<file path="src/rtl/core/packet_fragmenter_defines.svh">
// Assertion macros for the packet fragmenter.
// Used by pf_back under rtl/core; expects clock and reset in scope.
`ifndef PACKET_FRAGMENTER_DEFINES_SVH
`define PACKET_FRAGMENTER_DEFINES_SVH
`ifndef NO_ASSERTIONS
`define PF_ASSERT(label, prop, msg) \
   label: assert property (@(posedge clock) disable iff (reset) prop) else $error(msg);
`define PF_ASSERT_NEVER(label, expr, msg) \
   label: assert property (@(posedge clock) disable iff (reset) !(expr)) else $error(msg);
`else
`define PF_ASSERT(label, prop, msg)
`define PF_ASSERT_NEVER(label, expr, msg)
`endif
`endif

</file>
<file path="src/rtl/core/pf_pkg.sv">
// Shared types and constants of the packet fragmenter.
// No dependencies; imported by every module of the block.
package pf_pkg;

   // block header size and smallest usable size limit
   localparam logic [15:0] HDR_LEN   = 16'd4;
   localparam logic [15:0] MIN_LIMIT = 16'd6;

   // default parameter values
   localparam int DEF_MAX_BLOCK   = 1024;
   localparam int DEF_QUEUE_DEPTH = 4;

   // configuration register indexes
   localparam int CSR_IDX_W = 4;
   localparam logic [CSR_IDX_W-1:0] CSR_BLK_LIMIT = 4'd0;
   localparam logic [CSR_IDX_W-1:0] CSR_START_ID  = 4'd1;
   localparam logic [CSR_IDX_W-1:0] CSR_PART_ID   = 4'd2;
   localparam logic [CSR_IDX_W-1:0] CSR_END_ID    = 4'd3;

   // configuration reset values
   localparam logic [10:0] RST_BLK_LIMIT = 11'd1024;
   localparam logic [15:0] RST_START_ID  = 16'd1;
   localparam logic [15:0] RST_PART_ID   = 16'd2;
   localparam logic [15:0] RST_END_ID    = 16'd3;

   typedef struct packed {
      logic [10:0] blk_limit;
      logic [15:0] start_id;
      logic [15:0] part_id;
      logic [15:0] end_id;
   } cfg_type;

   // one classified source byte, handed from front to back
   typedef struct packed {
      logic        err;        // length error result only
      logic        hdr;        // four header bytes come first
      logic        held_valid; // first length byte comes before data
      logic        last;       // final byte of the packet
      logic [7:0]  data;
      logic [7:0]  held;
      logic [15:0] hdr_len;
      logic [15:0] hdr_id;
   } cmd_type;

   // front parsing phase
   typedef enum logic [1:0] {
      PH_LEN_LO,
      PH_LEN_HI,
      PH_BODY
   } phase_type;

   // back output slot within one command
   typedef enum logic [2:0] {
      SL_LEN_LO,
      SL_LEN_HI,
      SL_ID_LO,
      SL_ID_HI,
      SL_HELD,
      SL_DATA
   } slot_type;

endpackage

</file>
<file path="src/rtl/core/packet_fragmenter.sv">
// Path: a result passes the command queue and the registered output stage;
// the first length byte of a packet causes none. Throughput: one request per
// cycle unless the queue is full, one output byte per cycle unless rsp stalls;
// a request that opens a block yields 5 or 6 bytes, and the command queue
// (QUEUE_DEPTH) decides how far the request side runs ahead of header output.
// Reset: synchronous, clears parsing state and queue, loads register defaults.
module packet_fragmenter import pf_pkg::*; #(
   parameter int MAX_BLOCK   = DEF_MAX_BLOCK,
   parameter int QUEUE_DEPTH = DEF_QUEUE_DEPTH
) (
   input  logic                 clock,
   input  logic                 reset,
   input  logic                 req_tvalid,
   output logic                 req_tready,
   input  logic [7:0]           req_tdata,   // [7:0] data_byte
   output logic                 rsp_tvalid,
   input  logic                 rsp_tready,
   output logic [7:0]           rsp_tdata,   // [7:0] out_byte
   output logic [1:0]           rsp_tuser,   // [0] is_header, [1] length_error
   output logic                 rsp_tlast,   // last_byte
   input  logic                 csr_valid,
   output logic                 csr_ready,
   input  logic [CSR_IDX_W-1:0] csr_index,
   input  logic [15:0]          csr_data
);

   cfg_type cfg_ff, cfg_in;
   logic    push;
   cmd_type push_cmd;
   logic    pop;
   logic    head_valid;
   cmd_type head_cmd;
   logic    q_full;

   // configuration registers
   assign csr_ready = 1'b1;

   always_comb begin
      cfg_in = cfg_ff;
      if (csr_valid) begin
         case (csr_index)
            CSR_BLK_LIMIT: cfg_in.blk_limit = csr_data[10:0];
            CSR_START_ID:  cfg_in.start_id  = csr_data;
            CSR_PART_ID:   cfg_in.part_id   = csr_data;
            CSR_END_ID:    cfg_in.end_id    = csr_data;
            default:       cfg_in           = cfg_ff;
         endcase
      end
   end

   always_ff @(posedge clock) begin
      if (reset) begin
         cfg_ff.blk_limit <= RST_BLK_LIMIT;
         cfg_ff.start_id  <= RST_START_ID;
         cfg_ff.part_id   <= RST_PART_ID;
         cfg_ff.end_id    <= RST_END_ID;
      end else begin
         cfg_ff <= cfg_in;
      end
   end

   pf_front #(
      .MAX_BLOCK (MAX_BLOCK)
   ) u_front (
      .clock      (clock),
      .reset      (reset),
      .cfg        (cfg_ff),
      .req_tvalid (req_tvalid),
      .req_tready (req_tready),
      .req_tdata  (req_tdata),
      .q_full     (q_full),
      .push       (push),
      .push_cmd   (push_cmd)
   );

   pf_queue #(
      .DEPTH (QUEUE_DEPTH)
   ) u_queue (
      .clock      (clock),
      .reset      (reset),
      .push       (push),
      .push_cmd   (push_cmd),
      .pop        (pop),
      .head_valid (head_valid),
      .head_cmd   (head_cmd),
      .full       (q_full)
   );

   pf_back u_back (
      .clock      (clock),
      .reset      (reset),
      .head_valid (head_valid),
      .head_cmd   (head_cmd),
      .pop        (pop),
      .rsp_tvalid (rsp_tvalid),
      .rsp_tready (rsp_tready),
      .rsp_tdata  (rsp_tdata),
      .rsp_tuser  (rsp_tuser),
      .rsp_tlast  (rsp_tlast)
   );

endmodule

</file>
<file path="src/rtl/core/pf_queue.sv">
// Small command queue between fragmenter front and back.
// Depends on pf_pkg for the command type.
module pf_queue import pf_pkg::*; #(
   parameter int DEPTH = DEF_QUEUE_DEPTH
) (
   input  logic    clock,
   input  logic    reset,
   input  logic    push,
   input  cmd_type push_cmd,
   input  logic    pop,
   output logic    head_valid,
   output cmd_type head_cmd,
   output logic    full
);

   localparam int PTR_W = $clog2(DEPTH);
   localparam int CNT_W = $clog2(DEPTH + 1);

   cmd_type            entry_ff [DEPTH];
   logic [PTR_W-1:0]   wr_ptr_ff, wr_ptr_in;
   logic [PTR_W-1:0]   rd_ptr_ff, rd_ptr_in;
   logic [CNT_W-1:0]   count_ff, count_in;

   assign head_valid = (count_ff != '0);
   assign full       = (count_ff == CNT_W'(DEPTH));
   assign head_cmd   = entry_ff[rd_ptr_ff];

   // pointer and fill count update
   always_comb begin
      wr_ptr_in = wr_ptr_ff;
      rd_ptr_in = rd_ptr_ff;
      count_in  = count_ff;
      if (push) begin
         wr_ptr_in = (wr_ptr_ff == PTR_W'(DEPTH - 1)) ? '0 : wr_ptr_ff + 1'b1;
      end
      if (pop) begin
         rd_ptr_in = (rd_ptr_ff == PTR_W'(DEPTH - 1)) ? '0 : rd_ptr_ff + 1'b1;
      end
      if (push && !pop) begin
         count_in = count_ff + 1'b1;
      end else if (pop && !push) begin
         count_in = count_ff - 1'b1;
      end
   end

   always_ff @(posedge clock) begin
      if (reset) begin
         wr_ptr_ff <= '0;
         rd_ptr_ff <= '0;
         count_ff  <= '0;
      end else begin
         wr_ptr_ff <= wr_ptr_in;
         rd_ptr_ff <= rd_ptr_in;
         count_ff  <= count_in;
      end
   end

   // entry storage
   always_ff @(posedge clock) begin
      if (push) begin
         entry_ff[wr_ptr_ff] <= push_cmd;
      end
   end

endmodule

</file>
<file path="src/rtl/core/pf_front.sv">
// Fragmenter front: takes source bytes, tracks packet and block counts,
// and pushes one command per byte that yields output. Depends on pf_pkg.
module pf_front import pf_pkg::*; #(
   parameter int MAX_BLOCK = DEF_MAX_BLOCK
) (
   input  logic       clock,
   input  logic       reset,
   input  cfg_type    cfg,
   input  logic       req_tvalid,
   output logic       req_tready,
   input  logic [7:0] req_tdata,   // [7:0] data_byte
   input  logic       q_full,
   output logic       push,
   output cmd_type    push_cmd
);

   phase_type   phase_ff, phase_in;
   logic [15:0] remain_ff, remain_in;       // source bytes still due in the packet
   logic [15:0] block_rem_ff, block_rem_in; // payload bytes still due in the block
   logic        pass_ff, pass_in;
   logic [7:0]  held_ff, held_in;

   logic        accept;
   logic [15:0] limit_raw;
   logic [15:0] limit;
   logic [15:0] room;
   logic [15:0] len_word;
   logic        last;

   assign req_tready = !q_full;
   assign accept     = req_tvalid && !q_full;

   // size limit saturated to the usable range
   always_comb begin
      limit_raw = {5'd0, cfg.blk_limit};
      limit     = limit_raw;
      if (limit_raw > 16'(MAX_BLOCK)) begin
         limit = 16'(MAX_BLOCK);
      end
      if (limit < MIN_LIMIT) begin
         limit = MIN_LIMIT;
      end
      room = limit - HDR_LEN;
   end

   assign len_word = {req_tdata, held_ff};
   assign last     = (remain_ff == 16'd1);

   // next phase
   always_comb begin
      phase_in = phase_ff;
      case (phase_ff)
         PH_LEN_LO: begin
            if (accept) phase_in = PH_LEN_HI;
         end
         PH_LEN_HI: begin
            if (accept) phase_in = (len_word < HDR_LEN) ? PH_LEN_LO : PH_BODY;
         end
         PH_BODY: begin
            if (accept && last) phase_in = PH_LEN_LO;
         end
         default: phase_in = PH_LEN_LO;
      endcase
   end

   // counters and command
   always_comb begin
      remain_in    = remain_ff;
      block_rem_in = block_rem_ff;
      pass_in      = pass_ff;
      held_in      = held_ff;
      push         = 1'b0;
      push_cmd     = '0;
      case (phase_ff)
         PH_LEN_LO: begin
            if (accept) held_in = req_tdata;
         end
         PH_LEN_HI: begin
            if (accept) begin
               push          = 1'b1;
               push_cmd.held = held_ff;
               push_cmd.data = req_tdata;
               if (len_word < HDR_LEN) begin
                  // short length: one error result, packet dropped
                  push_cmd.err  = 1'b1;
                  push_cmd.last = 1'b1;
                  push_cmd.data = 8'd0;
                  block_rem_in  = '0;
                  pass_in       = 1'b0;
               end else if (len_word < limit) begin
                  push_cmd.held_valid = 1'b1;
                  pass_in             = 1'b1;
                  block_rem_in        = '0;
                  remain_in           = len_word - 16'd2;
               end else begin
                  // first block is always full and carries the start id
                  push_cmd.held_valid = 1'b1;
                  push_cmd.hdr        = 1'b1;
                  push_cmd.hdr_len    = limit;
                  push_cmd.hdr_id     = cfg.start_id;
                  pass_in             = 1'b0;
                  block_rem_in        = room - 16'd2;
                  remain_in           = len_word - 16'd2;
               end
            end
         end
         PH_BODY: begin
            if (accept) begin
               push          = 1'b1;
               push_cmd.data = req_tdata;
               push_cmd.last = last;
               if (!pass_ff && block_rem_ff == '0) begin
                  push_cmd.hdr = 1'b1;
                  if (remain_ff > room) begin
                     push_cmd.hdr_len = limit;
                     push_cmd.hdr_id  = cfg.part_id;
                     block_rem_in     = room - 16'd1;
                  end else begin
                     push_cmd.hdr_len = remain_ff + HDR_LEN;
                     push_cmd.hdr_id  = cfg.end_id;
                     block_rem_in     = remain_ff - 16'd1;
                  end
               end else if (!pass_ff) begin
                  block_rem_in = block_rem_ff - 16'd1;
               end
               remain_in = remain_ff - 16'd1;
               if (last) begin
                  block_rem_in = '0;
                  pass_in      = 1'b0;
               end
            end
         end
         default: begin
            push = 1'b0;
         end
      endcase
   end

   always_ff @(posedge clock) begin
      if (reset) begin
         phase_ff     <= PH_LEN_LO;
         remain_ff    <= '0;
         block_rem_ff <= '0;
         pass_ff      <= 1'b0;
      end else begin
         phase_ff     <= phase_in;
         remain_ff    <= remain_in;
         block_rem_ff <= block_rem_in;
         pass_ff      <= pass_in;
      end
   end

   always_ff @(posedge clock) begin
      held_ff <= held_in;
   end

endmodule

</file>
<file path="src/rtl/core/pf_back.sv">
// Fragmenter back: expands queued commands into output bytes through
// a registered output stage. Depends on pf_pkg and the assertion macros.
`include "packet_fragmenter_defines.svh"
module pf_back import pf_pkg::*; (
   input  logic       clock,
   input  logic       reset,
   input  logic       head_valid,
   input  cmd_type    head_cmd,
   output logic       pop,
   output logic       rsp_tvalid,
   input  logic       rsp_tready,
   output logic [7:0] rsp_tdata,   // [7:0] out_byte
   output logic [1:0] rsp_tuser,   // [0] is_header, [1] length_error
   output logic       rsp_tlast    // last_byte
);

   logic       rsp_valid_ff, rsp_valid_in;
   logic [7:0] byte_ff, byte_in;
   logic       hdr_ff, hdr_in;
   logic       last_ff, last_in;
   logic       err_ff, err_in;
   logic       active_ff, active_in;
   slot_type   step_ff, step_in;

   logic       load;
   logic       emit;
   slot_type   cur_slot;
   slot_type   next_slot;

   assign load = !rsp_valid_ff || rsp_tready;
   assign emit = head_valid && load;
   assign pop  = emit && (cur_slot == SL_DATA);

   // slot being sent: resume mid-command or start a new one
   always_comb begin
      if (active_ff) begin
         cur_slot = step_ff;
      end else if (head_cmd.hdr) begin
         cur_slot = SL_LEN_LO;
      end else if (head_cmd.held_valid) begin
         cur_slot = SL_HELD;
      end else begin
         cur_slot = SL_DATA;
      end
   end

   // slot order and output byte select
   always_comb begin
      next_slot = SL_DATA;
      byte_in   = head_cmd.data;
      case (cur_slot)
         SL_LEN_LO: begin
            next_slot = SL_LEN_HI;
            byte_in   = head_cmd.hdr_len[7:0];
         end
         SL_LEN_HI: begin
            next_slot = SL_ID_LO;
            byte_in   = head_cmd.hdr_len[15:8];
         end
         SL_ID_LO: begin
            next_slot = SL_ID_HI;
            byte_in   = head_cmd.hdr_id[7:0];
         end
         SL_ID_HI: begin
            next_slot = head_cmd.held_valid ? SL_HELD : SL_DATA;
            byte_in   = head_cmd.hdr_id[15:8];
         end
         SL_HELD: begin
            next_slot = SL_DATA;
            byte_in   = head_cmd.held;
         end
         default: begin
            next_slot = SL_DATA;
            byte_in   = head_cmd.data;
         end
      endcase
   end

   // output register and slot tracking
   always_comb begin
      rsp_valid_in = rsp_valid_ff;
      active_in    = active_ff;
      step_in      = step_ff;
      hdr_in       = (cur_slot == SL_LEN_LO) || (cur_slot == SL_LEN_HI) ||
                     (cur_slot == SL_ID_LO) || (cur_slot == SL_ID_HI);
      last_in      = (cur_slot == SL_DATA) && head_cmd.last;
      err_in       = (cur_slot == SL_DATA) && head_cmd.err;
      if (emit) begin
         rsp_valid_in = 1'b1;
         if (cur_slot == SL_DATA) begin
            active_in = 1'b0;
         end else begin
            active_in = 1'b1;
            step_in   = next_slot;
         end
      end else if (rsp_tready) begin
         rsp_valid_in = 1'b0;
      end
   end

   always_ff @(posedge clock) begin
      if (reset) begin
         rsp_valid_ff <= 1'b0;
         active_ff    <= 1'b0;
         step_ff      <= SL_LEN_LO;
      end else begin
         rsp_valid_ff <= rsp_valid_in;
         active_ff    <= active_in;
         step_ff      <= step_in;
      end
   end

   always_ff @(posedge clock) begin
      if (emit) begin
         byte_ff <= byte_in;
         hdr_ff  <= hdr_in;
         last_ff <= last_in;
         err_ff  <= err_in;
      end
   end

   assign rsp_tvalid = rsp_valid_ff;
   assign rsp_tdata  = byte_ff;
   assign rsp_tuser  = {err_ff, hdr_ff};
   assign rsp_tlast  = last_ff;

   // a command in progress stays at the queue head until its data byte
   `PF_ASSERT(a_active_has_cmd, active_ff |-> head_valid, "command left queue mid-expansion")
   // a resumed header slot belongs to a command that has a header
   `PF_ASSERT(a_hdr_slot_has_hdr, (active_ff && (step_ff == SL_LEN_HI || step_ff == SL_ID_LO || step_ff == SL_ID_HI)) |-> head_cmd.hdr, "header slot without header")
   // an error result always ends the packet and is never a header byte
   `PF_ASSERT_NEVER(a_err_shape, rsp_valid_ff && err_ff && (!last_ff || hdr_ff), "malformed error result")

endmodule

</file>
<file path="config.mk">
export PLATFORM = sky130hd
export DESIGN_NAME = packet_fragmenter
export DESIGN_NICKNAME = d
export VERILOG_FILES = /design/src/rtl/core/pf_pkg.sv /design/src/rtl/core/packet_fragmenter.sv /design/src/rtl/core/pf_queue.sv /design/src/rtl/core/pf_front.sv /design/src/rtl/core/pf_back.sv
export VERILOG_INCLUDE_DIRS = /design/src /design/src/rtl/core
export SDC_FILE = /design/constraint.sdc
export NUM_CORES = 1
export LEC_CHECK = 0
export BUFFER_PORTS_ARGS = -buffer_cell sky130_fd_sc_hd__buf_2
export CAP_MARGIN = 30
export CORE_MARGIN = 3
export CORE_UTILIZATION = 53
export DETAILED_ROUTE_END_ITERATION = 6
export MAX_ROUTING_LAYER = met4
export PLACE_DENSITY = 0.7
export SLEW_MARGIN = 20
export SYNTH_ARGS = -nofsm -noshare
export SYNTH_HDL_FRONTEND = slang
export SYNTH_SLANG_ARGS = --single-unit
</file>
<file path="constraint.sdc">
create_clock -name clock -period 8 [get_ports clock]
set_input_delay 0.4 -clock clock [delete_from_list [all_inputs] [get_ports clock]]
set_output_delay 0.4 -clock clock [all_outputs]
set_load 0.02 [all_outputs]
</file>
Word-level counts from Yosys, hierarchy flattened
Memory sizes are Yosys's and may differ from the RTL's. A register that Yosys moved wholly into a read port is not among the register bits.
Cells that the tools add are included.

storage, ports and cells
  output and inout bits = 14
  memory bits (writable) = 208
  input bits = 33
  word-level logic and storage cells = 158
  memories = 1
  register bits after elaboration = 125

memory list
  name              words  bits a word  rd ports  clocked after Yosys merged registers in  wr ports  RTL line        text
  u_queue.entry_ff  4      52           1         1                                        1         pf_queue.sv:19  cmd_type entry_ff [DEPTH];

cells by class
  add/sub/neg operators = 11
  bitwise gates (word level) = 1
  equality and inequality tests = 21
  muxes and demuxes = 63
  reductions and logical operators = 37
  magnitude comparators = 5

operator list
  cell                                                   number
  two-way mux 16 bit                                     11
  two-way mux 32 bit                                     4
  case mux 16 bit (2 select lines)                       2
  case mux 32 bit (2 select lines)                       1
  two-way mux 52 bit                                     1
  subtractor 16 x 1 -> 16 bit (second input constant)    3
  case mux 8 bit (5 select lines)                        1
  subtractor 16 x 2 -> 16 bit (second input constant)    2
  two-way mux 27 bit                                     1
  two-way mux 11 bit                                     2
  two-way mux 1 bit                                      19
  two-way mux 2 bit                                      9
  two-way mux 9 bit                                      2
  case mux 9 bit (2 select lines)                        1
  adder 16 x 3 -> 16 bit (second input constant)         1
  equality test 16 x 1 -> 1 bit (second input constant)  1
  > comparator 16 bit                                    1
  zero test 16 bit                                       1
  < comparator 16 x 11 -> 1 bit                          1
  < comparator 16 x 3 -> 1 bit (second input constant)   1
  two-way mux 3 bit                                      4
  case mux 3 bit (4 select lines)                        1
  AND reduction 2 bit                                    6
  AND reduction 4 bit                                    3
  other kinds (30)                                       59

Depth between registers and ports, before layout
Gate-level depths: netlist (run 1).

  depth after elaboration = 11
  depth in mapped cells = 24

Cells and area by module
Synthesis (run 1) repeated with hierarchy kept, for this count alone.

second synthesis, totals
  cells, all modules = 1,375
  area, all modules = 16,857.4 um^2

modules (own cells, without submodules)
  module             seq. area each (um^2)  cells each  area an instance (um^2)  times used
  pf_queue           6,426.2                316         8,006.4                  1
  pf_front           940.9                  706         5,235.0                  1
  packet_fragmenter  1,181.1                218         2,403.6                  1
  pf_back            430.4                  135         1,212.4                  1

Worst setup path before layout (run 1)
No wires, ideal clock.

  path kind = register to register
  start = reg cfg_ff[52] (netlist bit)
  end = mem u_queue.entry_ff[0][17] (netlist bit), data pin
  data arrival time = 4.223 ns
  buffers on the path = 4
  stages on the path, launching flop included = 22
  library setup time = 0.304 ns
  setup slack = 3.473 ns
  period minus slack after synthesis = 4.527 ns
  cell sequence = dfxtp_1 > nor4_4 > and2_1 > nor2_1 > nor2_1 > inv_1 > ha_1 > clkbuf_1 > a21oi_1 > a22o_1 > clkbuf_1 > inv_1 > ha_1 > nand4_1 > nor2_1 > o211ai_1 > and3b_1 > a31oi_1 > buf_2 > buf_1 > a21oi_2 > o22ai_1

RTL lines
  element                   RTL line                 text
  start: declaration        packet_fragmenter.sv:27  cfg_type cfg_ff, cfg_in;
  start signal: assignment  packet_fragmenter.sv:58  cfg_ff <= cfg_in;
  end: declaration          pf_queue.sv:19

Final worst setup path (run 1)
  start = reg cfg_ff[52] (netlist bit)
  end = reg u_front.block_rem_ff[15]

between the ends
  longest elaborated chain between the ends = 11
  elaborated cells on any way between the ends = 17
  classes of those cells = add/sub: 3; order compare: 4; mux: 10

RTL lines
  element                                                             RTL line                          text
  > comparator 11 bit                                                 pf_front.sv:37                    if (limit_raw > 16'(MAX_BLOCK)) begin
  two-way mux 11 bit (*)                                              pf_front.sv:37
  < comparator 11 x 3 -> 1 bit                                        pf_front.sv:40                    if (limit < MIN_LIMIT) begin
  two-way mux 11 bit (*)                                              pf_front.sv:40
  subtractor 11 x 3 -> 12 bit                                         pf_front.sv:43                    room = limit - HDR_LEN;
  subtractor 16 x 1 -> 16 bit or > comparator 16 bit (tied branches)  pf_front.sv:117, pf_front.sv:114
  two-way mux 16 bit                                                  pf_front.sv:114                   if (remain_ff > room) begin
  two-way mux 16 bit                                                  pf_front.sv:112                   if (!pass_ff && block_rem_ff == '0) begin
  two-way mux 16 bit                                                  pf_front.sv:127                   if (last) begin
  two-way mux 16 bit                                                  pf_front.sv:108                   if (accept) begin
  case mux 16 bit (2 select lines) (*)                                pf_front.sv:74                    case (phase_ff)
  end signal: assignment                                              pf_front.sv:148                   block_rem_ff <= block_rem_in;
  end: declaration                                                    pf_front.sv:19                    logic [15:0] block_rem_ff, block_rem_in;

Mark *: on every way between the ends. The rest lies on a longest branch, timed or not. The select of a mux whose other input is x is not followed.
A chain may end at the register's enable or synchronous reset.

==> run_results.csv, run 1 <==
group,metric,value,unit
routing,via_per_inst,6.170,
pwr,power_density,291.3,mW/mm2
worst_setup_path,path_max_fanout,23,
synthesis,seq_area_frac_synth,0.5573,
grt,grt_pass1_wl,61640,um
floorplan,die-area,0.03253,mm2
synthesis,ys_types,78,
worst_setup_path,critical_path_class,"flop to flop",
pwr,internal_power,3.489,mW
clocking,cts_tree,"built",
synthesis,ys_seq_elements,335,
synthesis,synth_area,0.01611,mm2
clocking,postCtsHoldBufs,0,
clocking,cts_setup_buffers,0,
routing,first_pass_iters,5,
worst_setup_path,crit_chain,"nor4_4, and2_1, nor2_1, nor2_1, inv_1, ha_1, a21oi_1, a22o_1, inv_1, ha_1, nand2_1, o21ai_0, o2111ai_1, a31oi_4, buf_4, mux2i_1, o21ai_0, a211oi_1",
timing,tightest_slew,934.6,ps
grt,overflow,0,
outcome,status,"finished, final reports clean",
clocking,cts.htree.levels,2,
finish,drive_above_1_share,0.1386,
synthesis,yosys_warnings,0,
floorplan,initial_utilization,0.5407,
worst_hold_path,hold_class,"primary input to flop",
routing,routed_wl,40190,um
pwr,leakagePower,6.123,nW
pwr,power.total,5.201,mW
worst_setup_path,path_buf_inv,3,
clocking,clock_latency,520,ps
timing,worst_hold_slack,114.1,ps
pwr,power_frac_seq,0.419,
routing,first_iter_violations,1018,
place,numPortBuffers,45,
synthesis,syn_inst,1360,
job,maxCapViolCount,0,
worst_setup_path,crit_family,"compound AO/OA/AOI/OAI gates",
floorplan,rows,63,
routing,vias,11137,
worst_setup_path,critPathRequiredTime,8430,ps
pwr,ir_worst_vdd,0.2200,mV
clocking,root_buffer,"clkbuf_16",
clocking,clk_path_buf_depth,3,
synthesis,synthMuxAreaShare,0.1201,
timing,min_period,5436,ps
synthesis,synth_xor_area_frac,0.03370,
synthesis,avgSynthCellArea,11.85,um2
synthesis,synth_top_family_by_area,"simple AND/OR/NAND/NOR gates",
finish,final_nets,1466,
worst_setup_path,crit_arrival,5870,ps
finish,final_common_cell,"edfxtp_1",
timing,fin_worst_skew,18.63,ps
pwr,pwr-share-clk,0.300,
place,dp_hpwl,27080,um
routing,route.detailed.drc,0,
synthesis,yosys_most_used_dff,"edfxtp_1",
place,gp_congestion,0.9388,
timing,rsz0062_at_grt,"no",
timing,finalHoldViolCount,0,
synthesis,async_flop_share,0,
timing,setup_viol,0,
timing,timing.slew.headroom,0.3769,
synthesis,yosys.area_share.simple,0.1283,
finish,syn2layout_area_growth,10.82,%
grt,grt_max_degree,83,
pwr,switching_share,0.3292,
timing,tns,0,ps
grt,antenna_found_initial,1,
worst_setup_path,startpoint_type,"flop",
floorplan,io_pins,47,
worst_setup_path,cpMaxStageDelayCell,"a31oi_4",
routing,antenna_left,0,
synthesis,synth_edf_count,227,
grt,grt_pass1_vias,10665,
floorplan,fp.dieW,180.4,um
worst_setup_path,end_kind,"flop",
clocking,cts_inserted_buffers,35,
finish,final_cell_mix,"227 x edfxtp_1, 137 x nand2_1, 126 x nor2_1, 106 x dfxtp_1, 73 x mux2i_1",
floorplan,die_height,180.4,um
pwr,p_comb_frac,0.282,
timing,slew_violations,0,
synthesis,synth_compound_area_frac,0.09490,
timing,fmax,0.1840,GHz
grt,track_usage,0.2487,
clocking,path_clk_slew,60,ps
clocking,post_cts_resized,0,
floorplan,coreArea,0.02980,mm2
synthesis,yosys.area_share.adder,0.03681,
routing,avgRoutedWirePerCell,22.27,um
clocking,numClockSinks,335,
pwr,netSwitchingPower,1.712,mW
worst_setup_path,max_stage_delay,620,ps
timing,post-route-period-util,0.6795,
==> logic make-up after synthesis <==
logic type	count (synthesis)
mux	128
simple gates	432
fa+ha+maj	47
xor+xnor	62
other cells	1
flops	335
compound gates	240
buf+inv	115
==> final cells by class <==
class                      instances  area (um2)
antenna                            1       2.502
sequential                       335        8984
timing repair buffer              65       416.7
clock buffer                      43       927.1
multi-input combinational        913        6729
inverter                          37       138.9
fill                            2420       11940
clock inverter                    21       168.9
tap                              390       488.0
==> per-stage QoR <==
step | cell area (um2) | util | worst slack (ps) | std cells
after CTS | 17850 | 0.5991 | 2716 | 1804
after global placement | 16680 | 0.5598 | 2568 | 1735
after detailed placement | 16760 | 0.5624 | 2772 | 1740
final | 17850 | 0.5992 | 2564 | 1805
after global routing | 17850 | 0.5992 | 2161 | 1805
after floorplan | 16120 | - | 3473 | 1363
==> per-layer routing <==
layer / wire (um) / vias to the layer above / track usage / share of wire
li1: - / 5111 / - / -
met1: 17490 / 5513 / 0.3480 / 0.44
met2: 18880 / 435 / 0.3836 / 0.47
met3: 2795 / 78 / 0.03997 / 0.070
met4: 1027 / 0 / 0.06693 / 0.026
met5: 0 / - / - / 0
==> power by group through the flow <==
stage | Clock [mW] | Sequential [mW] | Combinational [mW]
4_1_cts | 1.58 | 2.18 | 1.46
6_report | 1.56 | 2.18 | 1.47
3_5_place_dp | 0 | 2.21 | 1.44
5_1_grt | 1.64 | 2.20 | 1.59
2_1_floorplan | 0 | 2.18 | 1.04
3_3_place_gp | 0 | 2.21 | 1.40
==> Yosys cell counts, drive strengths merged (3+ instances only) <==
cell / number / share of area
mux4: 52 / 0.073
o31ai: 8 / 0.0037
xor2: 25 / 0.014
dfxtp: 108 / 0.13
and3b: 3 / 0.0016
mux2i: 74 / 0.046
nor2b: 13 / 0.0050
a211oi: 13 / 0.0064
nand3b: 4 / 0.0019
o32ai: 4 / 0.0022
o2111ai: 3 / 0.0016
nand4: 8 / 0.0031
and3: 15 / 0.0058
a31oi: 11 / 0.0043
a21oi: 64 / 0.020
nand2b: 6 / 0.0025
nor3: 37 / 0.013
or3: 8 / 0.0034
o21ai: 62 / 0.019
nand3: 27 / 0.0087
o22a: 5 / 0.0027
or2: 4 / 0.0016
a211o: 6 / 0.0033
a21o: 5 / 0.0023
and4: 4 / 0.0022
and2: 16 / 0.0062
clkbuf: 62 / 0.015
o22ai: 12 / 0.0050
o211ai: 11 / 0.0051
nor4: 12 / 0.0056
a22oi: 15 / 0.0070
ha: 45 / 0.035
buf: 16 / 0.0056
nor2: 126 / 0.029
nor3b: 3 / 0.0014
edfxtp: 227 / 0.42
xnor2: 37 / 0.020
or4: 8 / 0.0042
inv: 37 / 0.0086
nand2: 137 / 0.032
==> flip-flops by register name, summed over array words and instances (netlist names), 2 cells and up, named ones only <==
| register | count |
|---|---|
| cfg_ff | 59 |
| u_back.rsp_tdata | 8 |
| u_back.step_ff | 3 |
| u_front.block_rem_ff | 16 |
| u_front.held_ff | 8 |
| u_front.phase_ff | 2 |
| u_front.remain_ff | 16 |
| u_queue.count_ff | 3 |
| u_queue.entry_ff | 208 |
| u_queue.rd_ptr_ff | 2 |
| u_queue.wr_ptr_ff | 2 |
==> path summary, 6_finish.rpt <==
kind                 from                       end  slack (ps)  cells after the start
min          req_tdata[7]        u_front.held_ff[7]         110                      1
min reg2reg     cfg_ff[4]                 cfg_ff[4]         460                      2
max            cfg_ff[52]  u_front.block_rem_ff[15]        2560                     18
max reg2reg    cfg_ff[52]  u_front.block_rem_ff[15]        2560                     18
(Power assumes the default switching activity.)
==> run 2: changes to the inputs <==
Settings changed: PLACE_DENSITY 0.7 to 0.72.
Clock period 8 ns to 4.7 ns, I/O delays scaled along.
==> run 2 against run 1 <==
  * Final area up 1.6%
  * Utilization increased by 0.96 points
  * Routed wire length is essentially flat
  * Final cell count rose by 1.5%
  * Maximum frequency is 26% higher
  * Total power grew 73%
  * Sequential power increased by 69%
  * Worst hold slack worse by 110 ps
  * Sequential share of layout area decreased by 0.79 points
  * Non-clock buffer count rose by 24
  * First-iteration DRC count rose by 11%
  * Setup slack lost 2200 ps
  * Critical endpoint is now u_queue.entry_ff[2][21]
  * Largest power group unchanged
==> run_results.csv, run 2 (same netlist as run 1, synthesis figures left out) <==
group,metric,value,unit
floorplan,coreArea,0.02980,mm2
place,gp_congestion,0.8979,
place,numPortBuffers,45,
pwr,p_comb_frac,0.278,
pwr,power.total,8.973,mW
pwr,pwr-share-clk,0.310,
clocking,cts.htree.levels,2,
worst_setup_path,critPathRequiredTime,4960,ps
grt,grt_max_degree,81,
pwr,power_frac_seq,0.411,
clocking,root_buffer,"clkbuf_16",
grt,track_usage,0.2500,
routing,first_pass_iters,5,
clocking,cts_tree,"built",
routing,vias,11197,
place,dp_hpwl,27250,um
timing,fin_worst_skew,17.88,ps
worst_setup_path,crit_chain,"nor4_4, and2_1, nor2_1, nor2_1, inv_1, ha_1, and3b_1, a221o_1, inv_1, ha_1, and3_1, o211ai_1, and3b_1, a31oi_4, buf_4, a21oi_1, o21ai_0",
clocking,cts_setup_buffers,0,
outcome,status,"finished, final reports clean",
pwr,netSwitchingPower,2.908,mW
routing,first_iter_violations,1126,
pwr,leakagePower,6.272,nW
worst_setup_path,startpoint_type,"flop",
routing,routed_wl,40190,um
clocking,numClockSinks,335,
job,maxCapViolCount,0,
grt,grt_pass1_wl,62050,um
clocking,cts_inserted_buffers,36,
floorplan,rows,63,
worst_setup_path,crit_family,"simple AND/OR/NAND/NOR gates",
clocking,clock_latency,520,ps
pwr,internal_power,6.065,mW
timing,finalHoldViolCount,0,
timing,tightest_slew,931.1,ps
finish,final_util,0.6088,
finish,reg_top3,"u_queue.entry_ff (208), cfg_ff (59)",
floorplan,initial_utilization,0.5407,
grt,grt_pass1_vias,10801,
finish,final_cell_mix,"227 x edfxtp_1, 137 x nand2_1, 126 x nor2_1, 106 x dfxtp_1, 73 x mux2i_1",
timing,slew_violations,0,
finish,final_common_cell,"edfxtp_1",
timing,min_period,4297,ps
finish,n_fill_cell,2373,
finish,top_register,"u_queue.entry_ff",
finish,largest_reg_flops,208,
grt,antenna_found_initial,2,
floorplan,fp.dieW,180.4,um
routing,avgRoutedWirePerCell,21.94,um
routing,antenna_left,0,
pwr,ir_worst_vdd,0.3127,mV
timing,fmax,0.2327,GHz
floorplan,die-area,0.03253,mm2
place,numPlacedInstances,1749,
worst_setup_path,end_kind,"flop",
timing,post-route-period-util,0.9143,
pwr,switching_share,0.3241,
worst_hold_path,hold_class,"primary input to flop",
grt,overflow,0,
worst_setup_path,path_max_fanout,10,
finish,syn2layout_area_growth,12.60,%
finish,drive_above_1_share,0.1451,
clocking,clk_path_buf_depth,3,
pwr,power_density,494.6,mW/mm2
worst_setup_path,path_buf_inv,3,
clocking,path_clk_slew,60,ps
worst_setup_path,crit_arrival,4560,ps
timing,setup_viol,0,
timing,timing.slew.headroom,0.3792,
finish,instances_no_fill,1832,
worst_setup_path,max_stage_delay,410,ps
floorplan,io_pins,47,
timing,tns,0,ps
worst_setup_path,critical_path_class,"flop to flop",
worst_setup_path,cpMaxStageDelayCell,"o21ai_0",
timing,rsz0062_at_grt,"no",
finish,final_nets,1491,
routing,route.detailed.drc,0,
floorplan,die_height,180.4,um
routing,via_per_inst,6.112,
==> run 2: cell type report <==
class / count / area, um2 / area share
inverters: 37 / 138.9 / 0.007656
well taps: 390 / 488.0 / 0.02690
flip-flops and latches: 335 / 8984 / 0.4952
multi-input cells: 913 / 6736 / 0.3713
diodes: 2 / 5.005 / 0.0002759
repair buffers: 89 / 629.4 / 0.03469
clock inverters: 15 / 130.1 / 0.007173
clock buffers: 51 / 1030 / 0.05676
==> run 2: timing repair <==
item | 4_1_cts | 5_1_grt
resized for setup | 0 | 2
endpoints found under the setup margin | 0 | 5
hold buffers | 14 | 0
hold endpoints to repair | 23 | 0
==> run 2: power by group through the flow <==
stage / Sequential [mW] / Combinational (mW) / Clock, mW
floorplan: 3.70 / 1.78 / 0
global placement: 3.74 / 2.42 / 0
detailed placement: 3.75 / 2.46 / 0
CTS: 3.69 / 2.49 / 2.80
global route: 3.72 / 2.72 / 2.94
finish: 3.69 / 2.50 / 2.79
==> run 2: tightest hold or removal path: stages <==
cell and delay [ps]:
buf_2 130, nand2_1 60, nand3b_1 70
==> run 2: final timing paths <==
path                                   from  slack, ps                       to  cells past startpoint
worst max-delay path             cfg_ff[52]        400  u_queue.entry_ff[2][21]                     17
worst max register to register   cfg_ff[52]        400  u_queue.entry_ff[2][21]                     17
worst min-delay path            csr_data[1]          8                cfg_ff[1]                      3
worst min register to register    cfg_ff[3]        450                cfg_ff[3]                      2
==> run 2: stage by stage <==
stage	hold WS, ps	cell area, um2	worst slack, ps
after floorplan	333.9	16120	172.9
after global placement	441.9	16790	539.0
after detailed placement	447.5	16820	352.6
after CTS	1.265	18120	347.5
after global routing	12.43	18140	96.13
final	8.139	18140	402.9
==> run 2: layer usage <==
metal / track usage / up-vias / wire length (um)
met1: 0.3447 / 5503 / 17040
li1: - / 5184 / -
met3: 0.03956 / 65 / 3021
met4: 0.06478 / 0 / 1024
met5: - / - / 0
met2: 0.3934 / 445 / 19100
==> run 3: changes to the inputs <==
Settings changed: PLACE_DENSITY 0.72 to 0.7.
Clock period 4.7 ns to 5.5 ns, I/O delays scaled along.
==> run 3 against run 2 <==
  * Final cell count shrank 1.4%
  * Via count shrank 1.5%
  * Combinational power decreased by 14%
  * Flip-flop and latch count unchanged
  * Sequential power is 14% lower
  * Critical endpoint is now u_front.block_rem_ff[6]
  * Die area unchanged
  * Routed wire length shrank 2.1%
  * Global-route usage is 0.31 points lower
  * Non-clock buffer count down 22
  * Sequential share of layout area up 0.73 points
==> run_results.csv, run 3 (same netlist as run 1, synthesis figures left out) <==
group,metric,value,unit
timing,slew_violations,0,
finish,largest_reg_flops,208,
clocking,numClockSinks,335,
worst_setup_path,crit_arrival,5220,ps
worst_setup_path,reg2reg_setup_slack,710,ps
worst_hold_path,whs_path_depth,3,
grt,grt_pass1_wl,61780,um
clocking,clk_path_buf_depth,3,
timing,fmax,0.2089,GHz
clocking,cts_inserted_buffers,36,
worst_setup_path,crit_chain,"nor4_4, and2_1, nor2_1, nor2_1, buf_4, inv_1, ha_1, a21oi_1, a22o_1, inv_1, ha_1, nand4_1, a21oi_1, o2111ai_1, a31oi_4, buf_4, mux2i_1, o211ai_1, a211oi_1",
floorplan,initial_utilization,0.5407,
clocking,cts.htree.levels,2,
finish,final_nets,1469,
routing,first_iter_violations,975,
worst_setup_path,max_stage_delay,510,ps
worst_setup_path,crit_family,"compound AO/OA/AOI/OAI gates",
routing,via_per_inst,6.106,
finish,fin_area,0.01788,mm2
routing,avgRoutedWirePerCell,21.78,um
finish,top_register,"u_queue.entry_ff",
timing,rsz0062_at_grt,"no",
floorplan,coreArea,0.02980,mm2
pwr,ir_worst_vdd,0.3710,mV
routing,routed_wl,39340,um
floorplan,io_pins,47,
finish,final_cell_mix,"227 x edfxtp_1, 137 x nand2_1, 126 x nor2_1, 106 x dfxtp_1, 73 x mux2i_1",
worst_hold_path,hold_class,"primary input to flop",
clocking,post_cts_resized,0,
finish,n_antenna_cell,0,
timing,post-route-period-util,0.8704,
finish,reg_top3,"u_queue.entry_ff (208), cfg_ff (59)",
routing,vias,11028,
worst_setup_path,critical_path_depth,19,
timing,fin_worst_skew,15.89,ps
worst_setup_path,path_buf_inv,4,
timing,tns,0,ps
pwr,leakagePower,6.133,nW
finish,drive_above_1_share,0.1377,
worst_hold_path,whs_endpoint,"cfg_ff[11]",
floorplan,die_height,180.4,um
pwr,power_density,427.2,mW/mm2
timing,min_period,4787,ps
floorplan,rows,63,
worst_setup_path,rr_endpoint,"u_front.block_rem_ff[6]",
timing,tightest_slew,929.3,ps
routing,antenna_left,0,
grt,grt_use_met2,0.3794,
worst_setup_path,cpMaxStageDelayCell,"nor4_4",
finish,n_fill_cell,2381,
clocking,root_buffer,"clkbuf_16",
timing,setup_viol,0,
worst_setup_path,path_max_fanout,29,
worst_setup_path,end_kind,"flop",
floorplan,die-area,0.03253,mm2
worst_setup_path,worstReg2RegStart,"cfg_ff[52]",
timing,finalHoldViolCount,0,
job,maxCapViolCount,0,
grt,grt.busiest_layer,"met2",
floorplan,fp.dieW,180.4,um
place,dp_hpwl,26620,um
worst_setup_path,worst-r2r-cell-count,19,
timing,timing.slew.headroom,0.3804,
routing,first_pass_iters,5,
place,place_area,0.01673,mm2
clocking,path_clk_slew,60,ps
finish,final_common_cell,"edfxtp_1",
clocking,cts_tree,"built",
worst_setup_path,critPathRequiredTime,5930,ps
routing,route.detailed.drc,0,
grt,grtUsageMet3,0.03210,
grt,grt_pass1_vias,10586,
worst_setup_path,startpoint_type,"flop",
grt,gr-usage-met1,0.3496,
grt,overflow,0,
grt,antenna_found_initial,0,
outcome,status,"finished, final reports clean",
place,numPortBuffers,45,
place,gp_congestion,0.9285,
worst_hold_path,worst_hold_startpoint,"csr_data[11]",
clocking,clock_latency,520,ps
worst_setup_path,critical_path_class,"flop to flop",
grt,grt_max_degree,82,
finish,syn2layout_area_growth,10.96,%
grt,track_usage,0.2469,
timing,worst_hold_slack,25.40,ps
-- run 3: cell types whose count changed in the layout (fill, tap and decap cells not counted), sizes merged, moves of 2 or more --
cell         delta
buf            -10
clkbuf          -2
clkinv          -4
clkinvlp        +2
diode           -2
dlygate4sd3    -12
-- run 3: how the worst max path moves through the flow --
stage	start	endpoint	slack (ps)
2_1_floorplan	cfg_ff[52]	u_queue.entry_ff[0][17]	970
3_3_place_gp	cfg_ff[52]	u_queue.entry_ff[0][5]	920
3_5_place_dp	cfg_ff[52]	u_front.block_rem_ff[6]	780
4_1_cts	cfg_ff[52]	u_front.block_rem_ff[6]	770
5_1_grt	cfg_ff[52]	u_queue.entry_ff[1][2]	250
6_report	cfg_ff[52]	u_front.block_rem_ff[6]	710
-- run 3: area by class of cell --
cell class              count  area (um2)  area share
inverters                  37       138.9    0.007769
multi-input cells         913        6729      0.3764
clock buffers              49       959.7     0.05368
well taps                 390       488.0     0.02730
clock inverters            15       165.2    0.009239
flip-flops and latches    335        8984      0.5025
repair buffers             67       412.9     0.02310
-- run 3: worst min-delay path: cells and delay by family --
family                 cells  cell delay, ps
buffers and inverters      1             120
and+or+nand+nor            1              50
AOI/OAI and AO/OA          1              50
-- run 3: layer usage --
| layer | wire length (um) | share of wire |
|---|---|---|
| met4 | 1038 | 0.026 |
| met1 | 17410 | 0.44 |
| met5 | 0 | 0 |
| met2 | 18390 | 0.47 |
| met3 | 2499 | 0.064 |
-- run 3: metrics by stage --
stage	utilization	std cells	worst slack, ps	power (mW)
after floorplan	-	1363	972.9	4.684
after global placement	0.5603	1737	924.6	5.257
after detailed placement	0.5616	1740	777.2	5.303
after CTS	0.6000	1806	768.4	7.644
after global routing	0.6000	1806	250.9	7.982
final	0.6000	1806	712.9	7.637
-- run 3: what timing repair did --
item	4_1_cts	5_1_grt
endpoints found under the hold margin	2	0
buffers inserted	0	0
hold buffers	2	0
-- run 3: where the power goes --
part | internal, mW | switching [mW]
clock | 1.37 | 0.969
sequential | 2.96 | 0.199
combinational | 0.803 | 1.33
